==> config.mk <==
export PLATFORM = sky130hd
export DESIGN_NAME = x86_64_instruction_encoder
export DESIGN_NICKNAME = d
export VERILOG_FILES = /design/src/hw/rtl/xenc_pkg.sv /design/src/hw/rtl/xenc_encode.sv /design/src/hw/rtl/xenc_serializer.sv /design/src/hw/rtl/x86_64_instruction_encoder.sv
export SDC_FILE = /design/constraint.sdc
export NUM_CORES = 1
export LEC_CHECK = 0
export ABC_AREA = 1
export BUFFER_PORTS_ARGS = -buffer_cell sky130_fd_sc_hd__buf_2
export CELL_PAD_IN_SITES_DETAIL_PLACEMENT = 1
export CELL_PAD_IN_SITES_GLOBAL_PLACEMENT = 1
export CORE_MARGIN = 10
export CORE_UTILIZATION = 44
export CTS_BUF_LIST = sky130_fd_sc_hd__clkbuf_4 sky130_fd_sc_hd__clkbuf_8 sky130_fd_sc_hd__clkbuf_16
export CTS_CLUSTER_DIAMETER = 80
export CTS_CLUSTER_SIZE = 30
export DETAILED_ROUTE_END_ITERATION = 6
export PLACE_DENSITY_LB_ADDON = 0.1
export SETUP_SLACK_MARGIN = 0.4
export SYNTH_ARGS = -nofsm -noshare
export SYNTH_HDL_FRONTEND = slang
export SYNTH_SLANG_ARGS = --single-unit
==> constraint.sdc <==
create_clock -name clk -period 6.2 [get_ports clk]
set_input_delay 0 -clock clk [delete_from_list [all_inputs] [get_ports clk]]
set_output_delay 0 -clock clk [all_outputs]
set_load 0.05 [all_outputs]
==> src/hw/rtl/xenc_pkg.sv <==
// ----------------------------------------------------------------------------
// xenc_pkg
// Types, opcode constants and register mapping for the instruction encoder.
// ----------------------------------------------------------------------------
`default_nettype none

package xenc_pkg;

  localparam int MaxBytes = 10;

  typedef enum logic [2:0] {
    FN_MOV_IMM = 3'd0,
    FN_ADD     = 3'd1,
    FN_SUB     = 3'd2,
    FN_IMUL    = 3'd3,
    FN_IDIV    = 3'd4,
    FN_RETQ    = 3'd5,
    FN_CQTO    = 3'd6
  } func_t;

  localparam logic [7:0] REX_W      = 8'h48;
  localparam logic [7:0] REX_B      = 8'h41;
  localparam logic [7:0] OPC_ADD    = 8'h01;
  localparam logic [7:0] OPC_SUB    = 8'h29;
  localparam logic [7:0] OPC_ESC    = 8'h0f;
  localparam logic [7:0] OPC_IMUL   = 8'haf;
  localparam logic [7:0] OPC_GRP3   = 8'hf7;
  localparam logic [7:0] OPC_RET    = 8'hc3;
  localparam logic [7:0] OPC_CQO    = 8'h99;
  localparam logic [7:0] MODRM_REG  = 8'hc0;
  localparam logic [7:0] MODRM_IDIV = 8'hf8;
  localparam logic [7:0] OPC_MOV    = 8'hb8;

  // Encoded instruction: byte 0 goes out first.
  typedef struct packed {
    logic [MaxBytes-1:0][7:0] bytes;
    logic [3:0]               len;
  } enc_item_t;

  // Register file order rax,rbx,rcx,rdx,rsi,rdi,rbp,rsp to hardware codes.
  function automatic logic [2:0] hw_code(input logic [3:0] r);
    logic [2:0] c;
    if (r[3]) begin
      c = r[2:0];
    end else begin
      case (r[2:0])
        3'd0:    c = 3'd0;
        3'd1:    c = 3'd3;
        3'd2:    c = 3'd1;
        3'd3:    c = 3'd2;
        3'd4:    c = 3'd6;
        3'd5:    c = 3'd7;
        3'd6:    c = 3'd5;
        default: c = 3'd4;
      endcase
    end
    return c;
  endfunction

endpackage

`default_nettype wire

==> src/hw/rtl/xenc_encode.sv <==
// ----------------------------------------------------------------------------
// xenc_encode
// Combinational encoder from one registered request to its machine code bytes.
// ----------------------------------------------------------------------------
`default_nettype none

module xenc_encode
  import xenc_pkg::*;
(
  input  wire logic [2:0]  func,
  input  wire logic [3:0]  first_reg,
  input  wire logic [3:0]  second_reg,
  input  wire logic [63:0] immediate,
  output enc_item_t        item
);

  logic [2:0] hw_a;
  logic [2:0] hw_b;
  func_t      fn;

  assign hw_a = hw_code(first_reg);
  assign hw_b = hw_code(second_reg);
  assign fn   = func_t'(func);

  always_comb begin
    item = '0;
    unique case (fn) inside
      FN_MOV_IMM: begin
        if (immediate[63:32] == 32'h0) begin
          if (first_reg[3]) begin
            item.bytes[0]   = REX_B;
            item.bytes[1]   = OPC_MOV | {5'b0, hw_a};
            item.bytes[5:2] = immediate[31:0];
            item.len        = 4'd6;
          end else begin
            item.bytes[0]   = OPC_MOV | {5'b0, hw_a};
            item.bytes[4:1] = immediate[31:0];
            item.len        = 4'd5;
          end
        end else begin
          item.bytes[0]   = REX_W | {7'b0, first_reg[3]};
          item.bytes[1]   = OPC_MOV | {5'b0, hw_a};
          item.bytes[9:2] = immediate;
          item.len        = 4'd10;
        end
      end
      FN_ADD, FN_SUB: begin
        item.bytes[0] = REX_W | {5'b0, second_reg[3], 1'b0, first_reg[3]};
        item.bytes[1] = (fn == FN_ADD) ? OPC_ADD : OPC_SUB;
        item.bytes[2] = MODRM_REG | {2'b0, hw_b, hw_a};
        item.len      = 4'd3;
      end
      FN_IMUL: begin
        item.bytes[0] = REX_W | {5'b0, first_reg[3], 1'b0, second_reg[3]};
        item.bytes[1] = OPC_ESC;
        item.bytes[2] = OPC_IMUL;
        item.bytes[3] = MODRM_REG | {2'b0, hw_a, hw_b};
        item.len      = 4'd4;
      end
      FN_IDIV: begin
        item.bytes[0] = REX_W | {7'b0, first_reg[3]};
        item.bytes[1] = OPC_GRP3;
        item.bytes[2] = MODRM_IDIV | {5'b0, hw_a};
        item.len      = 4'd3;
      end
      FN_RETQ: begin
        item.bytes[0] = OPC_RET;
        item.len      = 4'd1;
      end
      FN_CQTO: begin
        item.bytes[0] = REX_W;
        item.bytes[1] = OPC_CQO;
        item.len      = 4'd2;
      end
      default: begin
        // Unused operation code: no bytes.
        item = '0;
      end
    endcase
  end

endmodule

`default_nettype wire

==> src/hw/rtl/xenc_serializer.sv <==
// ----------------------------------------------------------------------------
// xenc_serializer
// Output shift register that sends one encoded byte per cycle.
// ----------------------------------------------------------------------------
`default_nettype none

module xenc_serializer
  import xenc_pkg::*;
(
  input  wire logic       clk,
  input  wire logic       rst_n,
  input  wire logic       item_valid,
  input  wire enc_item_t  item,
  output logic            take,
  output logic            out_valid,
  output logic [7:0]      out_code_byte,
  output logic            out_last_byte
);

  logic [MaxBytes-1:0][7:0] buf_r;
  logic [MaxBytes-1:0][7:0] buf_nxt;
  logic [3:0]               cnt_r;
  logic [3:0]               cnt_nxt;

  // A new item loads when the register is empty or shows its last byte.
  assign take = (cnt_r <= 4'd1);

  always_comb begin
    buf_nxt = {8'h00, buf_r[MaxBytes-1:1]};
    cnt_nxt = (cnt_r != 4'd0) ? cnt_r - 4'd1 : 4'd0;
    if (take && item_valid) begin
      buf_nxt = item.bytes;
      cnt_nxt = item.len;
    end
  end

  always_ff @(posedge clk) begin
    if (!rst_n) begin
      cnt_r <= 4'd0;
    end else begin
      cnt_r <= cnt_nxt;
    end
  end

  always_ff @(posedge clk) begin
    buf_r <= buf_nxt;
  end

  assign out_valid     = (cnt_r != 4'd0);
  assign out_code_byte = buf_r[0];
  assign out_last_byte = (cnt_r == 4'd1);

endmodule

`default_nettype wire

==> src/hw/rtl/x86_64_instruction_encoder.sv <==
// ----------------------------------------------------------------------------
// x86_64_instruction_encoder
// Encodes mov imm, add, sub, imul, idiv, retq and cqto into x86-64 bytes.
// ----------------------------------------------------------------------------
//
//   Channel   Handshake            Payload
//   input     start / busy         in_func, in_first_reg, in_second_reg,
//                                  in_immediate
//   result    out_valid (strobe)   out_code_byte, out_last_byte
//
// An instruction of n bytes (1 to 10) goes out on the result port one byte
// per cycle from the output shift register; that register sets the rate.
// With the shift register free, a request goes through the input register and
// then the shift register to reach the result port, and the next instruction's
// first byte follows the previous last byte without a gap.
// Reset (rst_n low at a clock edge) empties both stages; busy drops with it.
// The receiver cannot stall; busy is high only while a request waits in the
// input register behind a shift register that still has two or more bytes.
// An unused operation code is accepted and produces no result.
`default_nettype none

module x86_64_instruction_encoder
  import xenc_pkg::*;
(
  input  wire logic        clk,
  input  wire logic        rst_n,
  input  wire logic        start,
  output logic             busy,
  input  wire logic [2:0]  in_func,
  input  wire logic [3:0]  in_first_reg,
  input  wire logic [3:0]  in_second_reg,
  input  wire logic [63:0] in_immediate,
  output logic             out_valid,
  output logic [7:0]       out_code_byte,
  output logic             out_last_byte
);

  // Input register: holds one request until the shift register takes it.
  logic        req_valid_r;
  logic        req_valid_nxt;
  logic [2:0]  func_r;
  logic [3:0]  first_reg_r;
  logic [3:0]  second_reg_r;
  logic [63:0] immediate_r;

  logic        accept;
  logic        take;
  enc_item_t   item;

  assign busy   = req_valid_r && !take;
  assign accept = start && !busy;

  always_comb begin
    req_valid_nxt = req_valid_r;
    if (accept) begin
      req_valid_nxt = 1'b1;
    end else if (take) begin
      req_valid_nxt = 1'b0;
    end
  end

  always_ff @(posedge clk) begin
    if (!rst_n) begin
      req_valid_r <= 1'b0;
    end else begin
      req_valid_r <= req_valid_nxt;
    end
  end

  // Payload registers need no reset; they load on every accepted transaction.
  always_ff @(posedge clk) begin
    if (accept) begin
      func_r       <= in_func;
      first_reg_r  <= in_first_reg;
      second_reg_r <= in_second_reg;
      immediate_r  <= in_immediate;
    end
  end

  // Single-pass encoding between the input register and the shift register.
  xenc_encode u_encode (
    .func       (func_r),
    .first_reg  (first_reg_r),
    .second_reg (second_reg_r),
    .immediate  (immediate_r),
    .item       (item)
  );

  xenc_serializer u_serializer (
    .clk           (clk),
    .rst_n         (rst_n),
    .item_valid    (req_valid_r),
    .item          (item),
    .take          (take),
    .out_valid     (out_valid),
    .out_code_byte (out_code_byte),
    .out_last_byte (out_last_byte)
  );

endmodule

`default_nettype wire

==> metrics, run 1 <==
die area 19,400 sq um; Final Non-Filler Cells between 900 and 1,000; worst hold stages 2; via count 4,903; RSZ-0062 raised after global routing no; Synth cell types 37; max_cap viols 0; FMAX between 400 and 500 MHz; CP max FO 52; Final Hold Viols 0; P&R area growth vs syn 30.2%; Initial Util 44.9%; CTS Buffer Depth 2; CP Launch Type flip-flop; setup TNS 0 ns; static leakage about 3.4 nW; initial antenna violation count 1; Core Rows 43; sequential cell area fraction in the yosys report around 63%; setup ws final around 3.9 ns; register bit total from synthesis 160; largest vdd supply drop around 0.21 mV; top_reg_cell synth dfxtp_1; placed inst area around 6700 sq um; First DRT Iteration DRCs between 200 and 300; clk slew on worst S/H paths 0.07 ns; DRT antenna net count 0; Ys Warns 0; Clock Skew approximately 0.014 ns; nets 883; post-route cell area about 8200 sq um; # DRC 0; Post-CTS Setup Bufs 0; Cell Count Post-Placement ~900; global-route wire length before repair about 28 mm; TritonCTS Sinks 160; Slew @ Worst Pin 0.991 ns; clk_lat worst skew 0.43 ns; Ports around 90; DR pass1 iterations 4; synthesized instance count approximately 640; pre-CTS setup slack between 3 and 4 ns; largest net degree at the start of global routing between 80 and 90; Placer Congestion roughly 0.81; Synth area leaders edfxtp_1, dfxtp_1, nand2_1; drt wl/cell about 18 um; critical path type flip-flop to flip-flop; Slew Limit Fails 0; Net Count, Synth 729; CP Capture Type flip-flop; Rel. slew slack around a third; H-Tree Level Count 4; Overflow after GRT 0; Synth area leader edfxtp_1; status finished, final reports clean; PortBufs between 80 and 90; min Tclk post-route approximately 2.3 ns; Worst EP required ~6.5 ns; Hold WC Path Type primary input to flip-flop; endpoints failing setup 0; CP arrival between 2 and 3 ns; vias in the first global route roughly 5,500; layout cells sized above 1 between 10% and 20%; CTS root buf clkbuf_16; final wirelength approximately 18 mm; Post-synth EDFFs between 70 and 80; post-synthesis async set-or-reset flop share 0%; die width between 100 and 150 um; Synth top area share a little over a third; CTS tree done; mean post-synth cell area 9.74 sq um; Mapped Area around 6300 sq um; clock buffer count from CTS 17; Worst R2R Path Depth 8; dpl hpwl approximately 11 mm; Pwr Density 372 nW/um^2; Total GRT Usage a little under a fifth; Tcrit/Tclk final 37.0%; Die Y around 140 um; vias per cell just under 5; CORE AREA 13,900 sq um
## synth_stat cells, types with 2 or more instances
library cell and n:
a21boi_0 2, a21oi_1 10, a22o_1 2, a22oi_1 2, buf_2 8, buf_4 11, buf_6 3, clkbuf_1 9
dfxtp_1 85, edfxtp_1 75, ha_1 8, inv_1 30, inv_2 4, nand2_1 215, nand2_2 9, nand2_4 2
nand3_1 38, nand3_2 3, nand4_1 6, nor2_1 46, nor2_2 4, nor2_4 3, o211ai_1 9, o21a_1 2
o21ai_0 39, o21ai_1 5, or2_2 3
## sequential cells by signal (all words and copies together) (netlist names)
signal,cells
second_reg_r,4
first_reg_r,4
immediate_r,64
u_serializer.out_code_byte,8
func_r,3
u_serializer.buf_r,72
u_serializer.cnt_r,4
req_valid_r,1
## layout by cell type, fill, tap and decap left out, types with 3 or more instances in the layout
master         Yosys  layout
buf_4             11       3
nand4_1            6       6
dfxtp_1           85      85
nand2_1          215     214
a21oi_1           10      10
or2_2              3       3
nand3_2            3       3
bufinv_16          0       4
nor2_4             3       4
buf_2              8      88
inv_6              0       5
ha_1               8       8
nor2_2             4       4
o21ai_1            5       5
nand2_2            9      10
dlygate4sd3_1      0      77
o211ai_1           9       9
edfxtp_1          75      75
clkbuf_16          0      17
inv_1             30      30
inv_2              4       4
nor2_1            46      45
o21ai_0           39      39
nand3_1           38      38
## cells by family (layout without fill, tap and decap cells)
logic type,after synthesis,count (layout),synth area share (%)
fa+ha+maj,8,8,1.60
compound gates,73,73,6.73
buf+inv,69,235,5.60
flops,160,160,63.1
simple gates,333,333,22.9
other cells,0,1,0
## layout make-up
cell class	count	area (sq um)
antenna	1	2.50
clock buffer	18	433
clock inverter	13	199
fill	1550	5780
inverter	36	136
multi-input combinational	414	1970
sequential	160	3950
tap	180	225
timing repair buffer	168	1230
## timing repair
item | 4_1_cts | 5_1_grt
hold buffers | 77 | 0
endpoints found under the hold margin | 80 | 0
gates resized for setup | 0 | 0
## per-layer routing
metal  vias to the layer above  part of all wire, %  global-route usage, %
met5                         -                    0                      0
met4                         0                  1.9                   7.08
met3                        23                  4.2                   4.80
met2                        94                   56                   35.1
li1                       2412                    -                      -
met1                      2374                   38                   18.6
## final timing paths
path	start	to	slack, ns
min	in_immediate[57]	immediate_r[57]	0.28
min reg2reg	u_serializer.buf_r[12]	u_serializer.out_code_byte[4]	0.43
max reg2reg	func_r[0]	u_serializer.buf_r[35]	3.91
max	func_r[0]	u_serializer.buf_r[35]	3.91
## per-stage QoR
stage | hold WS [ns] | utilization [%] | power, mW
6_report | 0.276 | 58.5 | 3.03
3_3_place_gp | 0.176 | 48.4 | 1.85
5_1_grt | 0.261 | 58.5 | 3.17
2_1_floorplan | 0.0976 | - | 1.75
4_1_cts | 0.256 | 58.5 | 3.05
3_5_place_dp | 0.178 | 48.4 | 1.88
## power by group
group | internal (mW) | switching (mW) | total, mW
Clock | 0.688 | 0.450 | 1.14
Sequential | 1.28 | 0.0775 | 1.35
Combinational | 0.170 | 0.371 | 0.541
## critical path: stages (launching register included)
cell and delay [ns]:
edfxtp_1 0.49, nor2_2 0.21, inv_2 0.08, nor2_4 0.07
buf_4 0.47, inv_2 0.18, nor2_8 0.31, inv_2 0.15
o211ai_1 0.24
Power figures use the tool's default switching activity.
==> run 2, diff against run 1 <==
--- a/config.mk
+++ b/config.mk
@@ -10,7 +10,7 @@
 export CELL_PAD_IN_SITES_DETAIL_PLACEMENT = 1
 export CELL_PAD_IN_SITES_GLOBAL_PLACEMENT = 1
 export CORE_MARGIN = 10
-export CORE_UTILIZATION = 44
+export CORE_UTILIZATION = 39
 export CTS_BUF_LIST = sky130_fd_sc_hd__clkbuf_4 sky130_fd_sc_hd__clkbuf_8 sky130_fd_sc_hd__clkbuf_16
 export CTS_CLUSTER_DIAMETER = 80
 export CTS_CLUSTER_SIZE = 30
==> constraint.sdc (replaced) <==
create_clock -name clk -period 2.05 [get_ports clk]
set_input_delay 0 -clock clk [delete_from_list [all_inputs] [get_ports clk]]
set_output_delay 0 -clock clk [all_outputs]
set_load 0.05 [all_outputs]
==> run 2 against run 1 <==
Compared with the run above: register-to-register slack worse by 3.7 ns; global-route usage is 2.1 points lower; sequential share of layout area is 3.4 points lower; clock skew is 0.0043 ns lower; clock power grew to 2.8 times the previous value; sequential cell count stayed put; cell area is 7.6% higher; non-clock buffer count is 39 higher; first-iteration DRC count is 31% lower.
==> metrics, run 2 (synthesis gave the netlist of run 1 again) <==
switching share of total power 30.3% (was 29.6%); CP Buf/Inv Count 2 (was 4); CP max FO 33 (was 52); clk_lat worst skew 0.43 ns (about the same); Slew Limit Fails 0 (unchanged); Clock Power Share 34.4% (was 37.5%); P&R area growth vs syn 40.1% (was 30.2%); crit path from u_serializer.cnt_r[3] (was func_r[0]); clk slew on worst S/H paths 0.07 ns (about the same); nets 923 (was 883); Hold WS 0.273 ns (was 0.276 ns); clock buffer count from CTS 17 (unchanged); Core Rows 46 (was 43); CTS root buf clkbuf_16 (unchanged); worst r2r dst u_serializer.buf_r[39] (was u_serializer.buf_r[35]); CORE AREA 15,800 sq um (was 13,900 sq um); # DRC 0 (unchanged); CTS Buffer Depth 2 (unchanged); max_cap viols 0 (unchanged); Die Y 147 um (was 139 um); final total power 9.14 mW (was 3.03 mW); Final Non-Filler Cells 1,066 (was 990); Cell Count Post-Placement 936 (was 881); PortBufs 88 (unchanged); RSZ-0062 raised after global routing yes (was no); Slew @ Worst Pin 0.411 ns (was 0.991 ns); Switch Pwr 2.77 mW (was 899 uW); vias in the first global route 5,456 (was 5,466); DR pass1 iterations 4 (unchanged); Internal Power 6.37 mW (was 2.13 mW); CP cell instances or2_4 > nor2_4 > nand2_8 > clkinv_2 > buf_12 > nand2_1 > o211ai_1 (was nor2_2 > inv_2 > nor2_4 > buf_4 > inv_2 > nor2_8 > inv_2 > o211ai_1); worst flop-to-flop path startpoint u_serializer.cnt_r[3] (was func_r[0]); Hold WC Path Type primary input to flip-flop (unchanged); die width 147 um (was 139 um); TritonCTS Sinks 160 (unchanged); family with the most delay on the worst path simple AND/OR/NAND/NOR gates (was buffers and inverters); CP Launch Type flip-flop (unchanged); min Tclk post-route 1.84 ns (was 2.29 ns); H-Tree Level Count 4 (unchanged); reg2reg setup slack 0.21 ns (was 3.91 ns); Flop pwr share 44.6% (about the same); Biggest register u_serializer.buf_r (unchanged); static leakage 3.73 nW (was 3.42 nW); CTS tree done (unchanged); Rel. slew slack 72.3% (was 33.9%); placed inst area 6980 sq um (was 6750 sq um); endpoints failing setup 0 (unchanged); dpl hpwl 11.8 mm (was 11.2 mm); Worst R2R Path Depth 7 (was 8); setup ws final 0.212 ns (was 3.91 ns); Placer Congestion 0.796 (was 0.811); Tcrit/Tclk final 89.7% (was 37.0%); Overflow after GRT 0 (unchanged); layout cells sized above 1 27.8% (was 19.3%); Crit. path cell count 7 (was 8); ANT cells 0 (was 1); via count 5,082 (was 4,903); CP arrival 2.16 ns (was 2.63 ns); largest vdd supply drop 0.600 mV (was 0.210 mV); largest net degree at the start of global routing 64 (was 85); Final Hold Viols 0 (unchanged); max FFs per register 72 (unchanged); delay of the slowest critical-path stage 0.31 ns (was 0.49 ns); DRT antenna net count 0 (unchanged); crit path capture u_serializer.buf_r[39] (was u_serializer.buf_r[35]); status finished, final reports clean (unchanged); most common cell after layout, fill and taps aside nand2_1 (unchanged); Clock Skew 0.0102 ns (was 0.0144 ns); global-route wire length before repair 27.9 mm (was 28.4 mm); Ports 89 (unchanged); proportion of power drawn by combinational gates 21.0% (was 17.8%); drt wl/cell 17.3 um (was 17.9 um); die area 21,500 sq um (was 19,400 sq um); final wirelength 18.5 mm (was 17.7 mm); Pwr Density 1040 nW/um^2 (was 372 nW/um^2); post-route cell area 8770 sq um (was 8150 sq um); initial antenna violation count 0 (was 1); FMAX 544 MHz (was 436 MHz); Worst path slowest cell dfxtp_1 (was edfxtp_1); Worst EP required 2.38 ns (was 6.54 ns); Total GRT Usage 16.4% (was 18.4%); pre-CTS setup slack 0.118 ns (was 3.97 ns); CP Capture Type flip-flop (unchanged); most frequent cells in the layout nand2_1, buf_2, dfxtp_1, dlygate4sd3_1, edfxtp_1 (unchanged); vias per cell 4.77 (was 4.95); critical path type flip-flop to flip-flop (unchanged); First DRT Iteration DRCs 180 (was 259); Initial Util 39.6% (was 44.9%)
==> run 2: changes by cell type in the layout (fill, tap and decap cells not counted), sizes merged <==
| cell | change |
|---|---|
| buf | +38 |
| inv | -4 |
| clkbuf | +3 |
| clkinv | +3 |
| bufinv | -2 |
| clkinvlp | +2 |
| diode | -1 |
| nand3 | +1 |
==> run 2: metal layers <==
layer | routed length [um] | global-route usage [%] | up-vias
li1 | - | - | 2499
met1 | 7360 | 17.7 | 2459
met2 | 10100 | 30.1 | 102
met3 | 786 | 4.55 | 22
met4 | 270 | 5.16 | 0
met5 | 0 | 0 | -
==> run 2: worst reg2reg max path, stage by stage (launching register included) <==
cell,delay (ns)
dfxtp_1,0.31
or2_4,0.27
nor2_4,0.18
nand2_8,0.16
clkinv_2,0.18
buf_12,0.23
nand2_1,0.14
o211ai_1,0.27
==> run 2: repair_timing <==
item | 4_1_cts | 5_1_grt
cloned | 0 | 3
pin swaps | 10 | 22
endpoints found under the hold margin | 80 | 0
buffers inserted | 9 | 9
hold buffers | 77 | 0
endpoints found under the setup margin | 80 | 138
resized for setup | 22 | 51
==> run 2: through the flow <==
| stage | utilization (%) | TNS, ns |
|---|---|---|
| finish | 55.4 | 0 |
| global route | 55.4 | 0 |
| CTS | 53.5 | 0 |
| detailed placement | 44.1 | 0 |
| global placement | 44.1 | 0 |
| floorplan | - | -20.04 |
==> run 2: layout make-up <==
class,instances,area (sq um)
repair buffers,207,1630
inverters,36,141
multi-input cells,415,2200
well taps,216,270
flip-flops and latches,160,3950
clock buffers,20,448
clock inverters,12,136
fillers,1743,7060
==> run 2: worst min-delay path by stage <==
stage / from / end / slack, ns / depth (start not counted)
after floorplan: rst_n / u_serializer.cnt_r[0] / 0.1 / 2
after global placement: in_immediate[50] / immediate_r[50] / 0.18 / 1
after detailed placement: in_immediate[14] / immediate_r[14] / 0.18 / 1
after CTS: in_first_reg[2] / first_reg_r[2] / 0.26 / 2
after global routing: in_immediate[63] / immediate_r[63] / 0.26 / 2
final: in_immediate[18] / immediate_r[18] / 0.27 / 2
==> run 2: power by group through the flow <==
stage / Sequential [mW] / Clock (mW) / Combinational, mW
5_1_grt: 4.12 / 3.34 / 2.11
4_1_cts: 4.07 / 3.20 / 1.81
2_1_floorplan: 4.06 / 0 / 1.25
6_report: 4.07 / 3.14 / 1.92
3_3_place_gp: 4.13 / 0 / 1.60
3_5_place_dp: 4.13 / 0 / 1.64
